**src/rtl/xse_pkg.sv**
```systemverilog
// Shared types, codes and helper functions of the x86 subset execute unit.
package xse_pkg;

    localparam int MEM_ADDR_BITS  = 16;
    localparam int ROW_BITS       = MEM_ADDR_BITS - 1;
    localparam int QUEUE_DEPTH    = 2;
    localparam int QUEUE_PTR_BITS = (QUEUE_DEPTH > 1) ? $clog2(QUEUE_DEPTH) : 1;
    localparam int QUEUE_CNT_BITS = $clog2(QUEUE_DEPTH + 1);

    localparam logic [2:0] CMD_MOV = 3'd0;
    localparam logic [2:0] CMD_ADD = 3'd1;
    localparam logic [2:0] CMD_SUB = 3'd2;
    localparam logic [2:0] CMD_CMP = 3'd3;
    localparam logic [2:0] CMD_JNE = 3'd4;

    localparam logic [2:0] KIND_REG = 3'd0;
    localparam logic [2:0] KIND_IMM = 3'd1;
    localparam logic [2:0] KIND_DIR = 3'd2;
    localparam logic [2:0] KIND_BAS = 3'd3;

    localparam logic [2:0] REG_BX = 3'd3;
    localparam logic [2:0] REG_BP = 3'd5;
    localparam logic [2:0] REG_SI = 3'd6;
    localparam logic [2:0] REG_DI = 3'd7;

    localparam logic [1:0] ST_OK       = 2'd0;
    localparam logic [1:0] ST_BAD_KIND = 2'd1;
    localparam logic [1:0] ST_LAST_BYTE = 2'd2;
    localparam logic [1:0] ST_BAD_CMD  = 2'd3;

    localparam logic [MEM_ADDR_BITS-1:0] ADDR_LAST = '1;

    typedef logic [7:0][15:0] t_regs;

    typedef struct packed {
        logic [2:0]         command;
        logic [2:0]         dest_kind;
        logic [2:0]         dest_code;
        logic               dest_wide;
        logic [15:0]        dest_displacement;
        logic [2:0]         source_kind;
        logic [2:0]         source_code;
        logic               source_wide;
        logic [15:0]        source_displacement;
        logic [15:0]        immediate_value;
        logic signed [15:0] jump_offset;
    } t_instr;

    typedef struct packed {
        t_instr ins;
        logic   bad_cmd;
        logic   is_jne;
    } t_item;

    typedef struct packed {
        logic [ROW_BITS-1:0] rd_row_e;
        logic [ROW_BITS-1:0] rd_row_o;
        logic [ROW_BITS-1:0] wr_row_e;
        logic [ROW_BITS-1:0] wr_row_o;
        logic                we_e;
        logic                we_o;
        logic [7:0]          wd_e;
        logic [7:0]          wd_o;
    } t_mem_req;

    typedef struct packed {
        logic [7:0] rd_e;
        logic [7:0] rd_o;
    } t_mem_rsp;

    typedef struct packed {
        logic [1:0]  status;
        logic        zero_flag;
        logic        sign_flag;
        logic [15:0] program_counter;
        logic [15:0] result_value;
    } t_result;

    function automatic logic [ROW_BITS-1:0] row_even(input logic [MEM_ADDR_BITS-1:0] a);
        return ROW_BITS'(a[MEM_ADDR_BITS-1:1]) + ROW_BITS'(a[0]);
    endfunction

    function automatic logic [ROW_BITS-1:0] row_odd(input logic [MEM_ADDR_BITS-1:0] a);
        return ROW_BITS'(a[MEM_ADDR_BITS-1:1]);
    endfunction

    function automatic logic [15:0] base_of(input t_regs r, input logic [2:0] mode);
        logic [15:0] b;
        case (mode)
            3'd0: b = r[REG_BX] + r[REG_SI];
            3'd1: b = r[REG_BX] + r[REG_DI];
            3'd2: b = r[REG_BP] + r[REG_SI];
            3'd3: b = r[REG_BP] + r[REG_DI];
            3'd4: b = r[REG_SI];
            3'd5: b = r[REG_DI];
            3'd6: b = r[REG_BP];
            default: b = r[REG_BX];
        endcase
        return b;
    endfunction

    function automatic logic [MEM_ADDR_BITS-1:0] op_addr(input logic [2:0] kind,
                                                         input logic [15:0] disp,
                                                         input logic [15:0] base);
        logic [15:0] s;
        s = (kind == KIND_DIR) ? disp : base + disp;
        return s[MEM_ADDR_BITS-1:0];
    endfunction

    function automatic logic [15:0] reg_value(input t_regs r, input logic [2:0] code,
                                              input logic wide);
        logic [15:0] v;
        if (wide) begin
            v = r[code];
        end else if (code[2]) begin
            v = {8'h00, r[{1'b0, code[1:0]}][15:8]};
        end else begin
            v = {8'h00, r[{1'b0, code[1:0]}][7:0]};
        end
        return v;
    endfunction

    function automatic logic [15:0] mem_value(input t_mem_rsp m, input logic a0,
                                              input logic wide);
        logic [7:0] lo;
        logic [7:0] hi;
        lo = a0 ? m.rd_o : m.rd_e;
        hi = a0 ? m.rd_e : m.rd_o;
        return wide ? {hi, lo} : {8'h00, lo};
    endfunction

    function automatic logic [1:0] read_status(input logic [2:0] kind, input logic wide,
                                               input logic [MEM_ADDR_BITS-1:0] a);
        logic [1:0] s;
        if (kind == KIND_REG || kind == KIND_IMM) begin
            s = ST_OK;
        end else if (kind == KIND_DIR || kind == KIND_BAS) begin
            s = (wide && a == ADDR_LAST) ? ST_LAST_BYTE : ST_OK;
        end else begin
            s = ST_BAD_KIND;
        end
        return s;
    endfunction

    function automatic logic [1:0] write_status(input logic [2:0] kind, input logic wide,
                                                input logic [MEM_ADDR_BITS-1:0] a);
        logic [1:0] s;
        if (kind == KIND_REG) begin
            s = ST_OK;
        end else if (kind == KIND_DIR || kind == KIND_BAS) begin
            s = (wide && a == ADDR_LAST) ? ST_LAST_BYTE : ST_OK;
        end else begin
            s = ST_BAD_KIND;
        end
        return s;
    endfunction

endpackage

```
**src/rtl/xse_exec.sv**
```systemverilog
// Back end: memory clear after reset, operand fetch, execution, write back, flags, PC and result register.
module xse_exec import xse_pkg::*; (
    input  logic     i_clk,
    input  logic     i_rst_n,
    input  logic     i_valid,
    input  t_item    i_item,
    output logic     o_pop,
    output logic     o_clearing,
    output t_mem_req o_mem,
    input  t_mem_rsp i_mem,
    output logic     o_valid,
    input  logic     i_ready,
    output t_result  o_result
);

    typedef enum logic [2:0] {S_CLR, S_IDLE, S_RDS, S_RDD, S_EXE, S_WB} t_state;

    t_state                  r_state, n_state;
    logic [ROW_BITS-1:0]     r_clr_row, n_clr_row;
    t_item                   r_it, n_it;
    logic [MEM_ADDR_BITS-1:0] r_sa, n_sa, r_da, n_da;
    logic [15:0]             r_sv, n_sv;
    logic [15:0]             r_res, n_res;
    logic [1:0]              r_st, n_st;
    t_regs                   r_regs, n_regs;
    logic                    r_zf, n_zf, r_sf, n_sf;
    logic [15:0]             r_pc, n_pc;
    logic                    r_out_valid, n_out_valid;
    t_result                 r_out, n_out;

    logic [15:0] dv;
    logic [1:0]  st_src, st_dst, st_wr;
    logic        out_free;
    logic        wr_mem;
    logic [2:0]  cmd;

    assign cmd      = r_it.ins.command;
    assign out_free = !r_out_valid || i_ready;
    assign wr_mem   = (r_state == S_WB) && out_free && (r_st == ST_OK) && !r_it.bad_cmd
                      && (cmd == CMD_MOV || cmd == CMD_ADD || cmd == CMD_SUB)
                      && r_it.ins.dest_kind != KIND_REG;

    always_comb begin
        n_state     = r_state;
        n_clr_row   = r_clr_row;
        n_it        = r_it;
        n_sa        = r_sa;
        n_da        = r_da;
        n_sv        = r_sv;
        n_res       = r_res;
        n_st        = r_st;
        n_regs      = r_regs;
        n_zf        = r_zf;
        n_sf        = r_sf;
        n_pc        = r_pc;
        n_out_valid = r_out_valid && !i_ready;
        n_out       = r_out;
        o_pop       = 1'b0;
        dv          = mem_value(i_mem, r_da[0], r_it.ins.dest_wide);
        st_src      = read_status(r_it.ins.source_kind, r_it.ins.source_wide, r_sa);
        st_dst      = read_status(r_it.ins.dest_kind, r_it.ins.dest_wide, r_da);
        st_wr       = write_status(r_it.ins.dest_kind, r_it.ins.dest_wide, r_da);

        o_mem.rd_row_e = (r_state == S_RDS) ? row_even(r_sa) : row_even(r_da);
        o_mem.rd_row_o = (r_state == S_RDS) ? row_odd(r_sa) : row_odd(r_da);
        o_mem.wr_row_e = row_even(r_da);
        o_mem.wr_row_o = row_odd(r_da);
        o_mem.we_e     = wr_mem && (r_it.ins.dest_wide || !r_da[0]);
        o_mem.we_o     = wr_mem && (r_it.ins.dest_wide || r_da[0]);
        o_mem.wd_e     = r_da[0] ? r_res[15:8] : r_res[7:0];
        o_mem.wd_o     = r_da[0] ? r_res[7:0] : r_res[15:8];

        case (r_state)
            S_CLR: begin
                o_mem.wr_row_e = r_clr_row;
                o_mem.wr_row_o = r_clr_row;
                o_mem.we_e     = 1'b1;
                o_mem.we_o     = 1'b1;
                o_mem.wd_e     = 8'h00;
                o_mem.wd_o     = 8'h00;
                n_clr_row      = r_clr_row + ROW_BITS'(1);
                if (r_clr_row == '1) begin
                    n_state = S_IDLE;
                end
            end
            S_IDLE: begin
                if (i_valid) begin
                    o_pop   = 1'b1;
                    n_it    = i_item;
                    n_sa    = op_addr(i_item.ins.source_kind, i_item.ins.source_displacement,
                                      base_of(r_regs, i_item.ins.source_code));
                    n_da    = op_addr(i_item.ins.dest_kind, i_item.ins.dest_displacement,
                                      base_of(r_regs, i_item.ins.dest_code));
                    n_state = S_RDS;
                end
            end
            S_RDS: begin
                n_state = S_RDD;
            end
            S_RDD: begin
                if (r_it.ins.source_kind == KIND_REG) begin
                    n_sv = reg_value(r_regs, r_it.ins.source_code, r_it.ins.source_wide);
                end else if (r_it.ins.source_kind == KIND_IMM) begin
                    n_sv = r_it.ins.immediate_value;
                end else begin
                    n_sv = mem_value(i_mem, r_sa[0], r_it.ins.source_wide);
                end
                n_state = S_EXE;
            end
            S_EXE: begin
                if (r_it.ins.dest_kind == KIND_REG) begin
                    dv = reg_value(r_regs, r_it.ins.dest_code, r_it.ins.dest_wide);
                end else if (r_it.ins.dest_kind == KIND_IMM) begin
                    dv = r_it.ins.immediate_value;
                end
                if (r_it.bad_cmd) begin
                    n_st = ST_BAD_CMD;
                end else if (r_it.is_jne) begin
                    n_st = ST_OK;
                end else if (st_src != ST_OK) begin
                    n_st = st_src;
                end else if (cmd != CMD_MOV && st_dst != ST_OK) begin
                    n_st = st_dst;
                end else if (cmd != CMD_CMP && st_wr != ST_OK) begin
                    n_st = st_wr;
                end else begin
                    n_st = ST_OK;
                end
                case (cmd)
                    CMD_MOV: n_res = r_sv;
                    CMD_ADD: n_res = dv + r_sv;
                    CMD_SUB: n_res = dv - r_sv;
                    CMD_CMP: n_res = dv - r_sv;
                    default: n_res = 16'h0000;
                endcase
                n_state = S_WB;
            end
            S_WB: begin
                if (out_free) begin
                    if (r_it.is_jne) begin
                        if (!r_zf) begin
                            n_pc = r_pc + r_it.ins.jump_offset;
                        end
                    end else if (r_st == ST_OK && !r_it.bad_cmd) begin
                        if ((cmd == CMD_MOV || cmd == CMD_ADD || cmd == CMD_SUB)
                            && r_it.ins.dest_kind == KIND_REG) begin
                            if (r_it.ins.dest_wide) begin
                                n_regs[r_it.ins.dest_code] = r_res;
                            end else if (r_it.ins.dest_code[2]) begin
                                n_regs[{1'b0, r_it.ins.dest_code[1:0]}][15:8] = r_res[7:0];
                            end else begin
                                n_regs[{1'b0, r_it.ins.dest_code[1:0]}][7:0] = r_res[7:0];
                            end
                        end
                        if (cmd != CMD_MOV) begin
                            n_zf = (r_res == 16'h0000);
                            n_sf = r_res[15];
                        end
                    end
                    n_out_valid           = 1'b1;
                    n_out.status          = r_st;
                    n_out.zero_flag       = n_zf;
                    n_out.sign_flag       = n_sf;
                    n_out.program_counter = n_pc;
                    n_out.result_value    = (r_st == ST_OK) ? r_res : 16'h0000;
                    n_state               = S_IDLE;
                end
            end
            default: begin
                n_state = S_IDLE;
            end
        endcase
    end

    always_ff @(posedge i_clk) begin
        if (!i_rst_n) begin
            r_state     <= S_CLR;
            r_clr_row   <= '0;
            r_regs      <= '0;
            r_zf        <= 1'b0;
            r_sf        <= 1'b0;
            r_pc        <= 16'h0000;
            r_out_valid <= 1'b0;
        end else begin
            r_state     <= n_state;
            r_clr_row   <= n_clr_row;
            r_regs      <= n_regs;
            r_zf        <= n_zf;
            r_sf        <= n_sf;
            r_pc        <= n_pc;
            r_out_valid <= n_out_valid;
        end
        r_it  <= n_it;
        r_sa  <= n_sa;
        r_da  <= n_da;
        r_sv  <= n_sv;
        r_res <= n_res;
        r_st  <= n_st;
        r_out <= n_out;
    end

    assign o_clearing = (r_state == S_CLR);
    assign o_valid    = r_out_valid;
    assign o_result   = r_out;

    a_no_result_while_clearing: assert property (@(posedge i_clk) disable iff (!i_rst_n)
        (r_state == S_CLR) |-> !r_out_valid) else $error("result during memory clear");

    a_fault_result_zero: assert property (@(posedge i_clk) disable iff (!i_rst_n)
        (r_out_valid && r_out.status != ST_OK) |-> (r_out.result_value == 16'h0000))
        else $error("faulted request reports a nonzero result");

    a_mem_write_in_wb: assert property (@(posedge i_clk) disable iff (!i_rst_n)
        (o_mem.we_e || o_mem.we_o) |-> (r_state == S_CLR || r_state == S_WB))
        else $error("memory written outside write back");

    a_wb_loads_output: assert property (@(posedge i_clk) disable iff (!i_rst_n)
        (r_state == S_WB && out_free) |=> r_out_valid)
        else $error("write back did not load the result register");

endmodule
```
**config.mk**
```make
export PLATFORM = sky130hd
export DESIGN_NAME = xse_exec
export DESIGN_NICKNAME = d
export VERILOG_FILES = /design/src/rtl/xse_pkg.sv /design/src/rtl/xse_exec.sv
export SDC_FILE = /design/constraint.sdc
export NUM_CORES = 1
export LEC_CHECK = 0
export ABC_AREA = 0
export BUFFER_PORTS_ARGS = -buffer_cell sky130_fd_sc_hd__clkbuf_2
export CORE_ASPECT_RATIO = 1.1
export CORE_UTILIZATION = 32
export DETAILED_ROUTE_END_ITERATION = 8
export PLACE_DENSITY_LB_ADDON = 0.12
export SYNTH_ARGS = -nofsm -noshare
export SYNTH_HDL_FRONTEND = slang
export SYNTH_SLANG_ARGS = --single-unit
export TNS_END_PERCENT = 1
```
**constraint.sdc**
```tcl
create_clock -name i_clk -period 7.5 [get_ports i_clk]
set_input_delay 1.875 -clock i_clk [delete_from_list [all_inputs] [get_ports i_clk]]
set_output_delay 1.875 -clock i_clk [all_outputs]
set_load 0.02 [all_outputs]
```
### Yosys cells after proc, flatten, opt, wreduce, memory -nomap -nowiden

Cells that the tools add are included.

| operators by class | value |
|---|---|
| bitwise gates (word level) | 1 |
| eq/ne operators | 35 |
| mux-type cells | 75 |
| reductions and logical operators | 47 |
| magnitude comparators | 6 |
| add/subtract/negate cells | 12 |

Operators by type and width:

| operator | count |
|---|---|
| $bwmux 128 | 3 |
| $mux 16 | 23 |
| $mux 128 | 2 |
| $pmux 16 s7 | 2 |
| $add 16x16->16 | 8 |
| $bmux 16 s3 | 2 |
| $mux 8 | 9 |
| $bmux 16 s2 | 2 |
| $demux 16 s2 | 2 |
| $demux 16 s3 | 1 |
| $mux 48 | 1 |
| $pmux 16 s3 | 1 |
| $eq 3x2->1 const B | 14 |
| $eq 16x16->1 const B | 2 |
| $add 15x1->15 | 2 |
| $mux 15 | 2 |
| $eq 3x3->1 const B | 8 |
| $mux 2 | 11 |
| $eq 3x1->1 const B | 6 |
| $logic_not 3->1 | 6 |
| $pmux 3 s6 | 1 |
| $logic_and 1x1->1 | 16 |
| $logic_not 16->1 | 1 |
| $sub 16x16->16 | 1 |
| other kinds (21) | 50 |

| word-level totals | value |
|---|---|
| flip-flop bits (word level) | 318 |
| word-level logic and storage cells | 211 |

### Depth between registers and ports, before layout

Gate-level depths: netlist (run 1).

| logic depth | value |
|---|---|
| depth in word-level cells | 11 |
| gate-level depth with buffers | 22 |

### Worst setup path after synthesis (run 1)

OpenSTA, ideal clock, no wires.

| timing path | value |
|---|---|
| path type | input -> output |
| from | input port i_valid |
| to | output port o_pop |
| slack | -20 ps |
| data arrival time | 5645 ps |
| stages on the path | 2 |
| data required time | 5625 ps |
| cells stage by stage | nand2_1 > nor2_1 |

| on the way | value |
|---|---|
| word-level cells in the longest chain between the ends | 2 |

RTL lines:

| item | line | text |
|---|---|---|
| start: declaration | xse_exec.sv:5 | `input logic i_valid,` |
| $mux 1 | xse_exec.sv:87 | `if (i_valid) begin` |
| $mux 1 | xse_exec.sv:73 | `case (r_state)` |
| end: declaration | xse_exec.sv:7 | `output logic o_pop,` |

Every way passes these cells.

### Worst setup path in the final report (run 1)

| timing path | value |
|---|---|
| from | input port i_item[51] in the netlist's numbering |
| to | register r_sa[15] (data pin) |

| on the way | value |
|---|---|
| word-level cells in the longest chain between the ends | 6 |
| elaborated cells on any way between the ends | 12 |
| those cells by class | 1 x add/sub; 6 x eq/ne; 4 x mux; 1 x reduce/logical |

RTL lines:

| item | line | text |
|---|---|---|
| start: declaration | xse_exec.sv:6 | `input t_item i_item,` |
| $eq 3x3->1 (tied with other cells) | xse_pkg.sv:89 | `case (mode)` |
| $pmux 16 s7 (*) | xse_pkg.sv:89 |  |
| $mux 16 (*) | xse_exec.sv:87 |  |
| $mux 16 (*) | xse_exec.sv:73 |  |
| $add 16x16->16 (*) | xse_pkg.sv:106 | `s = (kind == KIND_DIR) ? disp : base + disp;` |
| $mux 16 (*) | xse_pkg.sv:106 |  |
| end signal: assignment | xse_exec.sv:194 | `r_sa <= n_sa;` |
| end: declaration | xse_exec.sv:21 | `logic [MEM_ADDR_BITS-1:0] r_sa, n_sa, r_da, n_da;` |

Mark *: on every way between the ends. The rest lies on a longest branch, timed or not. The select of a mux whose other input is x is not followed.
A chain may end at the register's enable or synchronous reset.

==> run metrics, run 1 <==
starting DRC count in detailed routing between 1500 and 2000; Adder-Cell Fraction of Synth Area 7.64%; setup TNS after final layout 0 ps; final max-slew violation count 0; die area between 0.07 and 0.08 mm²; number of design rule violations left after detail routing 0; Boundary Pins 220; number of inserted filler cells in the final layout approximately 7500; largest net degree at the start of global routing between 90 and 100; area of combinational cells with multiple inputs 0.0151 mm²; routed vias/inst ~5.6; worst clock skew on the final layout 30.4 ps; proportion of synthesized area in mux cells 17.3%; Final HPWL DP ~70000 µm; Register-to-Register Path Depth 21; 1st-pass router iterations 5; Row Count 104; path class of the lowest-slack min-delay path reg2reg; total setup violations reported at the end of the flow 0; post-cts hold buffer count 0; clk root buf sky130_fd_sc_hd__clkbuf_16; number of input and output port buffers inserted roughly 220; Critical Path RT 7830 ps; Cells after DPL 3652; category of the worst setup path capture point flop; TritonCTS clock tree built; Mapped Cells approximately 2600; total overflow reported by the global router 0; number of global-route vias before repair around 21000; P&R area growth vs syn 14.3%; effective utilization at floorplan 32.4%; area of the mapped netlist roughly 0.024 mm²; post-CTS setup buffers 0; sequential element share of the synthesized area between 30 and 40%; max_slew headroom 22.2%; Die H 287 µm; top library cells by usage in the layout, fill and taps aside 345 x sky130_fd_sc_hd__nor2_1, 279 x sky130_fd_sc_hd__nand2_1, 219 x sky130_fd_sc_hd__clkbuf_2; Clock Sink Count 318; x dimension of the die ~260 µm; Yosys warning total 0; max-capacitance violation count 0; share of cells above drive strength 1 between 10% and 20%; placeable core region 0.0733 mm²; power density cells about 150 mW/mm²; global-route wire length before repair about 130000 µm; filler-free cell count of the finished design ~3700; dominant combinational cell family by area after synthesis multiplexers; DR WL/cell 24.6 µm; worst hold path stage count 0; compound-gate portion of the synthesized area 16.3%; type of element launching the critical path input port; Period Utilization, post-route around 77%; total count of hold-check failures in the final report 0; run status completed; number of synthesized flops with an enable pin between 150 and 200; antenna violations before repair 2; WP data arrival between 6000 and 7000 ps; Async SR Flop Fraction 0%; Peak VDD IR 0.123 mV; most common cell after layout, fill and taps aside sky130_fd_sc_hd__nor2_1; routed wire length 91900 µm; mean instance size in the synthesized netlist 9.20 µm²; Post-layout nets between 2000 and 3000; post-synthesis net count 2821; via total after detailed routing 21000; static leakage power approximately 0.011 µW; Sequential Area 0.00790 mm²; crit path kind in2reg; basic-gate share of the synthesized area counting and, or, nand and nor cells ~17%; number of antenna-violating nets in the routed design 0; clock network latency to the later pin of the worst-skew pair between 500 and 600 ps; XOR/XNOR share of the synthesized area approximately 5.5%; Slew @ Worst Pin approximately 1200 ps; unique cell type count in the Yosys netlist 83; buffer depth of the longest clock path 3; Critical Path Fanout Max 27; All-Layer GR Usage between 20% and 30%; setup repair after global routing missed its margin false; min cycle time layout around 5800 ps; post-synthesis register bit count approximately 320; dominant synthesized flop cell sky130_fd_sc_hd__dfxtp_1; maximum clock frequency 172 MHz; total CTS buffers 40; post_cts resized 0; Routability Congestion around 0.95; clock-pin slew on the worst setup and hold paths 70 ps; Max H-tree Level 2
sequential cells by signal, summed over array words and instances, names as in the netlist:
signal,count
r_clr_row,15
r_zf,1
r_it,48
r_res,16
o_result,36
r_st,2
r_pc,16
r_da,16
r_sa,16
cmd,3
r_sf,1
r_regs,128
r_sv,16
o_valid,1
r_state,3
stage by stage:
step	setup WS, ps	hold slack (ps)	instance area, µm²	utilization [%]	total power (µW)
after global routing	1380	472	27100	37.0	4180
after CTS	1630	468	27100	37.0	4090
after global placement	1140	437	25800	35.2	2160
final	1690	471	27100	37.0	4050
after detailed placement	1170	455	25800	35.2	2160
after floorplan	1410	427	23700	-	2050
synthesized netlist by cell type, types with 15 or more instances:
master,number,area (µm²)
sky130_fd_sc_hd__mux2_2,26,293
sky130_fd_sc_hd__or3_1,16,100
sky130_fd_sc_hd__a31oi_1,17,106
sky130_fd_sc_hd__nand3_1,37,185
sky130_fd_sc_hd__dfxtp_1,165,3300
sky130_fd_sc_hd__o211ai_1,15,113
sky130_fd_sc_hd__nor2b_1,28,175
sky130_fd_sc_hd__mux2i_1,189,1890
sky130_fd_sc_hd__ha_1,132,1650
sky130_fd_sc_hd__xor2_1,64,561
sky130_fd_sc_hd__buf_1,28,105
sky130_fd_sc_hd__edfxtp_1,153,4590
sky130_fd_sc_hd__nand2_1,279,1050
sky130_fd_sc_hd__nor2_1,346,1300
sky130_fd_sc_hd__mux4_2,80,1800
sky130_fd_sc_hd__a21oi_1,167,836
sky130_fd_sc_hd__nor3_1,50,250
sky130_fd_sc_hd__a21o_1,41,308
sky130_fd_sc_hd__clkbuf_1,115,432
sky130_fd_sc_hd__and3_1,25,156
sky130_fd_sc_hd__nand4_1,18,113
sky130_fd_sc_hd__o221ai_1,38,333
sky130_fd_sc_hd__o21a_1,21,158
sky130_fd_sc_hd__o21bai_1,18,135
sky130_fd_sc_hd__o21ai_0,90,450
sky130_fd_sc_hd__a211oi_1,78,586
sky130_fd_sc_hd__inv_1,36,135
sky130_fd_sc_hd__and2_1,31,194
sky130_fd_sc_hd__xnor2_1,85,744
report_power, final:
part / leakage (µW) / internal [µW] / switching, µW
registers: 0.00271 / 1820 / 2.43
logic: 0.00738 / 113 / 193
clock network: 0.000624 / 1100 / 820
total: 0.0107 / 3030 / 1020
cell families after synthesis:
family,after synthesis
xor gates and xnor gates,149
and+or+nand+nor,889
DFF,318
muxes,300
buffers and inverters,196
AOI/OAI and AO/OA,586
adders and majority gates,140
final cells by class:
cell class | count | share of cell area [%]
inverters | 41 | 0.577
repair buffers | 275 | 5.59
clock buffers | 60 | 4.23
clock inverters | 13 | 0.498
diodes | 3 | 0.0277
well taps | 954 | 4.40
flip-flops and latches | 318 | 29.1
multi-input cells | 2064 | 55.5
routing by layer:
metal,GRT usage (%),wire (µm),up-vias
li1,-,-,9858
met5,0,0,-
met1,32.1,40800,10200
met2,39.1,42800,734
met3,2.46,4310,166
met4,10.2,3920,0
final timing paths:
check,start,slack (ps),to
max,i_item[51],1690,r_sa[15]
min,r_st[0],470,o_result[34]
max reg2reg,r_regs[112],1710,r_sa[15]
min reg2reg,r_st[0],470,o_result[34]
critical path, cell delays in order:
cell                        delay, ps
sky130_fd_sc_hd__clkbuf_2         460
sky130_fd_sc_hd__nor2b_1          610
sky130_fd_sc_hd__a221oi_1         190
sky130_fd_sc_hd__nor2_1           130
sky130_fd_sc_hd__a221oi_1          60
sky130_fd_sc_hd__nor2_1           200
sky130_fd_sc_hd__ha_1             310
sky130_fd_sc_hd__o21a_1           220
sky130_fd_sc_hd__a2111oi_2        450
sky130_fd_sc_hd__nor4_1           130
sky130_fd_sc_hd__o2111ai_1        210
sky130_fd_sc_hd__and3_2           270
sky130_fd_sc_hd__nor2_1            90
sky130_fd_sc_hd__or3b_2           450
sky130_fd_sc_hd__a221o_1          310
sky130_fd_sc_hd__and3_1           140
No activity file was read; power rests on OpenSTA's default activity.
==> run 2, diff against run 1 <==
Settings changed: ABC_AREA 0 to 1.
Clock period 7.5 ns to 4.87 ns, I/O delays scaled along.
==> run metrics, run 2 <==
run status completed; sequential element share of the synthesized area 33.0% (-0.27 points); most numerous cell types in the synthesized netlist 673 x sky130_fd_sc_hd__nand2_1, 414 x sky130_fd_sc_hd__inv_1, 372 x sky130_fd_sc_hd__o21ai_0, 335 x sky130_fd_sc_hd__a21oi_1, 248 x sky130_fd_sc_hd__nor2_1; number of synthesized flops with an enable pin 153 (unchanged); x dimension of the die 263 µm (+0.40%); Worst path top cell family by delay compound AO/OA/AOI/OAI gates; proportion of total power due to net switching 24.4% (-0.72 points); largest net degree at the start of global routing 74 (-22%); proportion of synthesized area in mux cells 0.0419% (-17 points); Sequential Power Share 43.9% (-1.1 points); All-Layer GR Usage 27.3% (+3.3 points); routed wire length 107000 µm (+17%); antenna violations before repair 3 (+1); worst hold path stage count 0 (unchanged); type of element launching the critical path flop; buffer depth of the longest clock path 3 (unchanged); post-synthesis net count 3633 (+29%); Register-to-Register Path Depth 20 (-4.8%); number of design rule violations left after detail routing 0 (unchanged); Sequential Area 0.00790 mm² (unchanged); area of the mapped netlist 0.0239 mm² (+0.80%); basic-gate share of the synthesized area counting and, or, nand and nor cells 21.3% (+4.6 points); Async SR Flop Fraction 0% (unchanged); max_slew headroom 25.3% (+3.1 points); post_cts resized 0 (unchanged); Clock Sink Count 318 (unchanged); most used standard cell by instance count after synthesis sky130_fd_sc_hd__nand2_1; total count of hold-check failures in the final report 0 (unchanged); XOR/XNOR share of the synthesized area 3.59% (-1.9 points); category of the worst setup path capture point flop; Crit path depth 20 (+4); dominant combinational cell family by area after synthesis compound AO/OA/AOI/OAI gates; met2 track demand over resource 45.3% (+6.1 points); power density cells 231 mW/mm² (+54%); effective utilization at floorplan 32.5% (+0.14 points); Die H 289 µm (+0.40%); crit path kind reg2reg; compound-gate portion of the synthesized area 25.3% (+9.0 points); fraction of post-synthesis cell area in the top cell type by area 19.2% (-0.15 points); Adder-Cell Fraction of Synth Area 7.58% (-0.061 points); Row Count 104 (unchanged); total CTS buffers 41 (+2.5%); final max-slew violation count 0 (unchanged); Yosys warning total 0 (unchanged); Mapped Cells 3390 (+31%); number of flip-flops in the largest register 128 (unchanged); TritonCTS clock tree built; DR WL/cell 23.5 µm (-4.8%); number of input and output port buffers inserted 219 (unchanged); Peak VDD IR 0.224 mV (+83%); via total after detailed routing 25000 (+19%); worst slack at placement 316 ps (-853 ps); Critical Path Fanout Max 5 (-81%); Boundary Pins 220 (unchanged); path class of the lowest-slack min-delay path reg2reg; die area 0.0758 mm² (+0.80%); global-route met1 utilization 36.3% (+4.3 points); worst clock skew on the final layout 34.5 ps (+4.05 ps); Period Utilization, post-route between 80% and 90%; final worst slack 512 ps (-1180 ps); portion of total power attributed to combinational logic 6.2% (-1.4 points); Post-layout nets 3831 (+28%); post-synthesis register bit count 318 (unchanged); met3 usage in global routing 3.20% (+0.74 points); static leakage power 0.0124 µW (+15%); Max H-tree Level 2 (unchanged); critical path's largest stage delay 560 ps (-50 ps); clock network latency to the later pin of the worst-skew pair 580 ps (about the same); Buf/Inv on CP 2 (+1); Most flops, register r_regs; post-cts hold buffer count 0 (unchanged); Slew @ Worst Pin 1120 ps (-43.9 ps); worst-path cell chain ha_1, a21oi_1, o21a_1, o21ai_0, buf_4, a21oi_1, inv_1, or2_2, nand3_1, nand2_1, nor2_1, a21oi_1, ha_1, a21o_1, a31oi_1, o2111ai_1, nand3_1, nand3_1, nand2_1, nand2_1; routed vias/inst 5.46 (-3.1%); unique cell type count in the Yosys netlist 54 (-35%); total setup violations reported at the end of the flow 0 (unchanged); Final HPWL DP 84800 µm (+21%); max-capacitance violation count 0 (unchanged); starting DRC count in detailed routing 2420 (+36%); 1st-pass router iterations 6 (+1); total overflow reported by the global router 0 (unchanged); top library cells by usage in the layout, fill and taps aside 673 x sky130_fd_sc_hd__nand2_1, 414 x sky130_fd_sc_hd__inv_1, 372 x sky130_fd_sc_hd__o21ai_0; global-route wire length before repair 154000 µm (+15%); number of global-route vias before repair 23100 (+12%); Critical Path RT 5210 ps (-2620 ps); WP data arrival 4700 ps (-1430 ps); number of inserted filler cells in the final layout 7912 (+5.8%); min cycle time layout ~4400 ps; placeable core region 0.0735 mm² (+0.36%); mean instance size in the synthesized netlist 7.05 µm² (-23%); Worst path slowest cell sky130_fd_sc_hd__dfxtp_1; cell accounting for the most synthesized area sky130_fd_sc_hd__edfxtp_1; setup TNS after final layout 0 ps (unchanged); setup repair after global routing missed its margin false; Internal Dissipation 4830 µW (+59%); post-CTS setup buffers 0 (unchanged); number of antenna-violating nets in the routed design 0 (unchanged); share of cells above drive strength 1 11.5% (-5.8 points); clock-pin slew on the worst setup and hold paths 60 ps (about the same); maximum clock frequency approximately 230 MHz; Clk network pwr share 49.9% (+2.4 points); Routability Congestion 0.982 (+3.1%); area of combinational cells with multiple inputs 0.0139 mm² (-8.0%); clk root buf sky130_fd_sc_hd__clkbuf_16; GR peak layer met2; cell types with the largest area share after synthesis sky130_fd_sc_hd__edfxtp_1 19%, sky130_fd_sc_hd__dfxtp_1 14%, sky130_fd_sc_hd__nand2_1 11%; P&R area growth vs syn 15.8%; dominant synthesized flop cell sky130_fd_sc_hd__dfxtp_1; power spent charging and discharging nets 1550 µW (+53%); most common cell after layout, fill and taps aside sky130_fd_sc_hd__nand2_1
## run 2: changes by cell type after synthesis, moves of 136 or more
cell                      previous run  this run
sky130_fd_sc_hd__a21oi_1           167       335
sky130_fd_sc_hd__inv_1              36       414
sky130_fd_sc_hd__mux2i_1           189         1
sky130_fd_sc_hd__nand2_1           279       673
sky130_fd_sc_hd__nand3_1            37       173
sky130_fd_sc_hd__o21ai_0            90       372
## run 2: per-layer routing
metal	vias up	wire length, µm
li1	12100	-
met1	11800	46400
met2	967	49900
met3	169	6720
met4	4	4240
met5	-	26
## run 2: power groups by stage
stage               sequential, µW  clock, µW  combinational [µW]
global route                  2800       3340                 436
global placement              2860          0                 396
CTS                           2800       3240                 395
finish                        2800       3180                 396
detailed placement            2860          0                 393
floorplan                     2860          0                 225
## run 2: cell type report
cell class,count,area share [%]
inverter,429,5.82
antenna,2,0.0181
clock inverter,16,0.615
multi-input combinational,2502,50.1
tap,954,4.31
timing repair buffer,296,6.15
clock buffer,60,4.49
sequential,318,28.5
## run 2: path summary, 6_finish.rpt
check | from | to | slack, ps
max | r_regs[101] | r_da[15] | 510
max reg2reg | r_regs[101] | r_da[15] | 510
min reg2reg | r_st[0] | o_result[34] | 470
min | r_st[0] | o_result[34] | 470
## run 2: kinds of logic after synthesis
group                      count (synthesis)
DFF                                      318
AOI/OAI and AO/OA                       1053
adders and majority gates                140
muxes                                      1
xor gates and xnor gates                  98
and+or+nand+nor                         1210
buffers and inverters                    570
## run 2: per-stage QoR
step | utilization (%) | total power (µW) | area, µm² | hold slack, ps | cells
after floorplan | - | 3080 | 23900 | 427 | 3390
after global placement | 35.7 | 3250 | 26300 | 440 | 4499
after detailed placement | 35.7 | 3250 | 26300 | 451 | 4499
after CTS | 37.6 | 6440 | 27700 | 469 | 4575
after global routing | 37.6 | 6570 | 27700 | 498 | 4577
final | 37.6 | 6380 | 27700 | 467 | 4577
==> run 3, diff against run 2 <==
Settings changed: CORE_UTILIZATION 32 to 45.
==> run metrics, run 3 (synthesis gave the netlist of run 2 again) <==
static leakage power 0.0123 µW (-0.25%); setup repair after global routing missed its margin false; routed length on met1 40700 µm (-12%); Row Count 88 (-15%); All-Layer GR Usage 36.5% (+9.2 points); die area 0.0540 mm² (-29%); type of element launching the critical path flop; post-CTS setup buffers 0 (unchanged); P&R area growth vs syn 13.9%; Endpoint, Worst Hold o_result[35]; routed wire length 101000 µm (-5.6%); via total after detailed routing 25700 (+2.6%); met3 wire length 8290 µm (+23%); Most flops, register r_regs; buffer depth of the longest clock path 3 (unchanged); effective utilization at floorplan 45.6% (+13 points); global-route wire length before repair 148000 µm (-3.9%); category of the worst setup path capture point primary output; startpoint of the lowest-slack hold path r_st[1]; final design area excluding fillers 0.0272 mm² (-1.6%); top library cells by usage in the layout, fill and taps aside 673 x sky130_fd_sc_hd__nand2_1, 414 x sky130_fd_sc_hd__inv_1, 372 x sky130_fd_sc_hd__o21ai_0; Final HPWL DP 80600 µm (-4.9%); DR WL/cell 23.6 µm (+0.63%); largest net degree at the start of global routing 80 (+8.1%); power density cells 226 mW/mm² (-1.8%); number of design rule violations left after detail routing 0 (unchanged); Highest Signal Layer met4; Post-layout nets 3833 (+0.052%); crit path kind reg2out; Peak VDD IR 0.378 mV (+69%); run status completed; final max-slew violation count 0 (unchanged); number of antenna-violating nets in the routed design 0 (unchanged); total count of hold-check failures in the final report 0 (unchanged); reg2reg setup slack 560 ps (+50 ps); Clock Sink Count 318 (unchanged); Period Utilization, post-route 88.5% (-0.98 points); worst reg2reg path startpoint r_it[74]; share of cells above drive strength 1 11.4% (-0.080 points); antenna violations before repair 2 (-1); starting DRC count in detailed routing 2999 (+24%); max_slew headroom 40.6% (+15 points); Boundary Pins 220 (unchanged); Area after DPL 0.0259 mm² (-1.3%); routed wl met2 46700 µm (-6.5%); clock network latency to the later pin of the worst-skew pair 580 ps (about the same); Die H 244 µm (-16%); placeable core region 0.0524 mm² (-29%); setup TNS after final layout 0 ps (unchanged); clock-pin slew on the worst setup and hold paths 60 ps (about the same); total CTS buffers 38 (-7.3%); post_cts resized 0 (unchanged); clk root buf sky130_fd_sc_hd__clkbuf_16; total setup violations reported at the end of the flow 0 (unchanged); total overflow reported by the global router 0 (unchanged); Max H-tree Level 2 (unchanged); min cycle time layout 4310 ps (-48.0 ps); r2r endpoint r_res[12]; most common cell after layout, fill and taps aside sky130_fd_sc_hd__nand2_1; worst hold path stage count 0 (unchanged); x dimension of the die 222 µm (-16%); maximum clock frequency 232 MHz (+1.1%); Critical Path Fanout Max 3 (-2); 1st-pass router iterations 7 (+1); number of global-route vias before repair 24200 (+4.6%); Routability Congestion 1.03 (+4.9%); routed vias/inst 5.97 (+9.4%); Slew @ Worst Pin 886 ps (-234 ps); WP data arrival 3090 ps (-1610 ps); post-cts hold buffer count 0 (unchanged); path class of the lowest-slack min-delay path reg2reg; Critical Path RT 3650 ps (-1560 ps); max-capacitance violation count 0 (unchanged); TritonCTS clock tree built; Register-to-Register Path Depth 23 (+15%); number of input and output port buffers inserted 219 (unchanged); number of flip-flops in the largest register 128 (unchanged); worst clock skew on the final layout 33.7 ps (-0.803 ps)
[run 3: worst max-delay path by stage]
stage	endpoint	startpoint	depth (start not counted)	slack [ps]
2_1_floorplan	o_pop	i_valid	2	130
3_3_place_gp	r_da[12]	i_item[75]	16	280
3_5_place_dp	r_da[12]	i_item[76]	16	220
4_1_cts	o_mem[76]	r_da[0]	13	620
5_1_grt	r_da[15]	r_regs[55]	26	180
6_report	o_mem[76]	r_da[0]	13	560
[run 3: per-layer routing]
metal | GRT usage [%] | up-vias
li1 | - | 12100
met4 | 18.0 | 0
met2 | 60.3 | 1336
met1 | 46.3 | 11900
met3 | 5.58 | 300
met5 | 0 | -
[run 3: layout make-up]
| type | instances | area [µm²] |
|---|---|---|
| Clock inverter | 20 | 238 |
| Multi-Input combinational cell | 2502 | 13800 |
| Timing Repair Buffer | 301 | 1710 |
| Inverter | 429 | 1610 |
| Tap cell | 675 | 845 |
| Antenna cell | 1 | 2.50 |
| Clock buffer | 50 | 1070 |
| Fill cell | 5188 | 25200 |
| Sequential cell | 318 | 7900 |
[run 3: worst max-delay path, cell delays in order (launching register included)]
cell and delay, ps:
sky130_fd_sc_hd__edfxtp_1 420, sky130_fd_sc_hd__ha_1 200, sky130_fd_sc_hd__nand3_1 110, sky130_fd_sc_hd__inv_1 90, sky130_fd_sc_hd__nand2_1 60, sky130_fd_sc_hd__nor2_1 130
sky130_fd_sc_hd__inv_1 50, sky130_fd_sc_hd__nor2_1 350, sky130_fd_sc_hd__nand4_1 210, sky130_fd_sc_hd__nor2_1 170, sky130_fd_sc_hd__xor2_1 330, sky130_fd_sc_hd__nand2_1 90
sky130_fd_sc_hd__o31ai_1 100, sky130_fd_sc_hd__clkbuf_2 230
[run 3: per-stage QoR]
stage | instances | hold slack [ps] | power (µW) | util (%) | setup slack [ps]
6_report | 4296 | 453 | 6160 | 51.9 | 560
5_1_grt | 4295 | 461 | 6350 | 51.9 | 175
4_1_cts | 4295 | 456 | 6190 | 51.9 | 621
3_5_place_dp | 4225 | 443 | 3250 | 49.4 | 224
3_3_place_gp | 4225 | 447 | 3250 | 49.4 | 276
2_1_floorplan | 3390 | 427 | 3080 | - | 130
[run 3: report_power, final]
part	internal [µW]	switching (µW)	leakage (µW)	total [µW]
Sequential	2800	2.48	0.00271	2800
Combinational	136	264	0.00897	400
Clock	1730	1230	0.000639	2960
Total	4660	1500	0.0123	6160
